**config.mk**
```make
export PLATFORM = sky130hd
export DESIGN_NAME = sch_sq_unit
export DESIGN_NICKNAME = d
export VERILOG_FILES = /design/src/hdl/sch_pkg.sv /design/src/hdl/sch_sq_unit.sv
export SDC_FILE = /design/constraint.sdc
export NUM_CORES = 1
export LEC_CHECK = 0
export BUFFER_PORTS_ARGS = -buffer_cell sky130_fd_sc_hd__buf_4
export CORE_MARGIN = 2
export CORE_UTILIZATION = 40
export CTS_BUF_LIST = sky130_fd_sc_hd__clkbuf_8
export DETAILED_ROUTE_END_ITERATION = 12
export GPL_TIMING_DRIVEN = 0
export PLACE_DENSITY_LB_ADDON = 0.15
export SYNTH_ARGS = -nofsm -noshare
export SYNTH_HDL_FRONTEND = slang
export SYNTH_SLANG_ARGS = --single-unit
export TNS_END_PERCENT = 100
```
**constraint.sdc**
```tcl
create_clock -name clk -period 9 [get_ports clk]
set_clock_uncertainty 0.1 [all_clocks]
set_input_delay 1.8 -clock clk [delete_from_list [all_inputs] [get_ports clk]]
set_output_delay 1.8 -clock clk [all_outputs]
set_load 0.03 [all_outputs]
```
**src/hdl/sch_pkg.sv**
```systemverilog
`default_nettype none
// ----------------------------------------------------------------------------
// sch_pkg: shared types for the swept circle hit test
// Holds the control bundle that drives the shared squaring unit.
// ----------------------------------------------------------------------------
package sch_pkg;

  // Control for one operation of the shared squaring unit.
  typedef struct packed {
    logic en;   // load a new result this cycle
    logic acc;  // add the new square to the held result instead of replacing it
  } sq_ctl_t;

endpackage : sch_pkg
`default_nettype wire

```
**src/hdl/sch_sq_unit.sv**
```systemverilog
`default_nettype none
// ----------------------------------------------------------------------------
// sch_sq_unit: shared square and accumulate unit
// Squares one unsigned operand per cycle and registers the result, either
// replacing the held value or adding to it.
// ----------------------------------------------------------------------------
module sch_sq_unit
  import sch_pkg::*;
#(
  parameter int OP_BITS = 13
) (
  input  wire logic                 clk,
  input  wire sq_ctl_t              ctl,
  input  wire logic [OP_BITS-1:0]   op,
  output logic      [2*OP_BITS:0]   res
);

  logic [2*OP_BITS-1:0] prod;
  logic [2*OP_BITS:0]   res_r;
  logic [2*OP_BITS:0]   res_nxt;

  assign prod = op * op;

  always_comb begin
    res_nxt = res_r;
    if (ctl.en) begin
      if (ctl.acc) begin
        res_nxt = res_r + (2*OP_BITS+1)'(prod);
      end else begin
        res_nxt = (2*OP_BITS+1)'(prod);
      end
    end
  end

  always_ff @(posedge clk) begin
    res_r <= res_nxt;
  end

  assign res = res_r;

endmodule : sch_sq_unit
`default_nettype wire

```
==> flow_metrics.py <==
metrics = {
    "floorplan": {
        "die_y_um": 141,
        "design.die.area_um2": 19900,
        "core_area_um2": 18500,
        "num_rows": 50,
        "start_util_pct": 40.5,
        "design.portCount": 43,
        "dieWidth_um": 141,
    },
    "timing": {
        "period_needed_ps": 8620,
        "period_share_pct": 95.8,
        "max_freq_mhz": 116,
        "fin_ws_ps": 378,
        "hold_viol": 0,
        "report.final.slew_viol_count": 0,
        "rsz0062_at_grt": "false",
        "worst_pin_slew_ps": 703,
        "setup_violations": 0,
        "slew-limit-headroom_pct": 53.1,
    },
    "global_routing": {
        "grt_max_degree": 28,
        "grt_overflow": 0,
        "first_global_vias": 5954,
        "grt_pass1_wl_mm": 28.6,
        "track_usage_pct": 17.5,
        "antenna_found_initial": 0,
    },
    "critical_path": {
        "cp_max_fo": 10,
        "start_kind": "input pin",
        "cp_slowest_cell": "fa_1",
        "crit_type": "input pin to flip-flop",
        "required_ps": 8960,
        "endpoint_kind": "flip-flop",
        "crit_top_cell": "fa_1",
        "arrival_ps": 8580,
        "max_stage_delay_ps": 600,
    },
    "place": {
        "post-dp-hpwl_mm": 14.7,
        "port_buffers": 40,
        "placed_area_um2": 8090,
        "routabilityCongestion": 0.886,
        "placed_cells": 1159,
        "pre_cts_ws_ps": -382,
    },
    "layout": {
        "final.fill_count": 1911,
        "final_layout_size_suffix_gt1_share_pct": 8.39,
        "multi_input_area_um2": 5840,
        "n_antenna_cell": 0,
        "area.growth.synth_to_final_pct": 8.29,
        "seq_area_um2": 811,
        "largest_reg_flops": 27,
        "fin_nets": 1127,
        "final_cells": 1152,
        "finish.instance_area_um2": 8120,
    },
    "logic_synthesis": {
        "syn_inst": 885,
        "synth_ff_type": "edfxtp_1",
        "ys_top_cells_by_area": "fa_1 (25%), ha_1 (16%), edfxtp_1 (11%), inv_1 (9.8%), nand2_1 (4.1%)",
        "synthSimpleGateAreaFrac_pct": 14.0,
        "synthAdderAreaFrac_pct": 41.6,
        "syn-num-nets": 1093,
        "yosys.area_share.xor_xnor_pct": 5.72,
        "seq_area_frac_synth_pct": 10.8,
        "synth_top_family_by_area": "adder cells",
        "ys_warn_count": 0,
        "synth_edf_count": 27,
        "synthMuxAreaShare_pct": 2.22,
        "yosysMostFrequentCell": "inv_1",
        "synth_top_area_share_pct": 25.4,
        "async_flop_share_pct": 0,
        "synth_area_leader_cell": "fa_1",
        "netlist_area_um2": 7500,
        "synthTopCellsByCount": "inv_1 (196), ha_1 (97), fa_1 (95)",
        "synthDistinctLibCells": 63,
        "ys_seq_elements": 27,
        "synth_compound_area_share_pct": 14.1,
        "syn_area_per_cell_um2": 8.47,
    },
    "clock_tree": {
        "clock_sinks": 27,
        "cts_setup_buffers": 0,
        "htree_levels": 1,
        "root_buffer": "clkbuf_8",
        "cts_made_buffers": 3,
        "clk_pin_slew_ps": 100,
        "cts_tree": "yes",
        "max-clock-path-buffers": 2,
        "insertion_delay_ps": 310,
        "cts-hold-fix-buffers": 0,
    },
    "min_path": {
        "hp-class": "flip-flop to flip-flop",
    },
    "detailed_routing": {
        "ant_nets": 0,
        "drc": 0,
        "drt-initial-drc-count": 248,
        "first_pass_iters": 4,
        "vias": 5935,
        "wirelength_mm": 16.9,
        "drt-wirelength-per-cell_um": 14.7,
        "viasPerCell": 5.15,
    },
    "flow_run": {
        "maxCapViolCount": 0,
    },
    "outcome": {
        "status": "finished clean",
    },
}
[timing repair]
action,CTS,global route
hold endpoints to repair,0,0
resized for setup,0,7
setup endpoints to repair,3,11
[kinds of logic (layout without fill, tap and decap cells)]
family	count (synthesis)	in the layout
other	1	1
muxes	15	15
DFF	27	27
xor gates and xnor gates	49	49
adders and majority gates	192	192
buffers and inverters	228	261
AOI/OAI and AO/OA	162	162
and+or+nand+nor	211	211
[metal layers]
layer / GRT usage [%] / part of all wire, %
met3: 2.24 / 3.1
met2: 31.7 / 51
met1: 23.6 / 46
met5: 0 / 0
met4: 0.895 / 0.18
[area by class of cell]
class	instances	area share (%)
multi-input cells	630	71.9
flip-flops and latches	27	9.99
inverters	197	9.11
repair buffers	40	3.70
well taps	234	3.61
plain buffers	20	1.09
clock buffers	3	0.509
clock inverters	1	0.0925
[metrics by stage]
step	TNS, ps	hold slack [ps]	utilization [%]
6_report	0	538	43.8
5_1_grt	0	595	43.8
4_1_cts	0	552	43.9
3_5_place_dp	-2110	527	43.7
3_3_place_gp	-1600	525	43.7
2_1_floorplan	0	696	-
[final timing paths]
| kind | cells past startpoint | to | slack (ps) | start |
|---|---|---|---|---|
| worst max-delay path | 26 | res[24]$_DFFE_PP_ | 380 | op[6] |
| worst min-delay path | 2 | res[26]$_SDFFCE_PN0P_ | 540 | res[26]$_SDFFCE_PN0P_ |
| worst max register to register | 9 | res[24]$_DFFE_PP_ | 6190 | res[7]$_DFFE_PP_ |
| worst min register to register | 2 | res[26]$_SDFFCE_PN0P_ | 540 | res[26]$_SDFFCE_PN0P_ |
[layout by cell type, fill, tap and decap left out, drive strengths merged, types with 27 or more instances in the layout]
| cell | count |
|---|---|
| and2 | 31 |
| xnor2 | 28 |
| edfxtp | 27 |
| o21ai | 36 |
| buf | 46 |
| fa | 95 |
| a21oi | 52 |
| nor2 | 28 |
| ha | 97 |
| inv | 196 |
| nand2 | 81 |
[critical path, delay by kind of cell]
kind                       cells  cell delay, ps
adders and majority gates      7            3230
and+or+nand+nor                5            1130
AOI/OAI and AO/OA              5             980
buffers and inverters          6             780
xor gates and xnor gates       2             390
muxes                          1             260
Power is not shown: default switching activity piles up to over one toggle a cycle in this logic, so the estimate is an artifact.
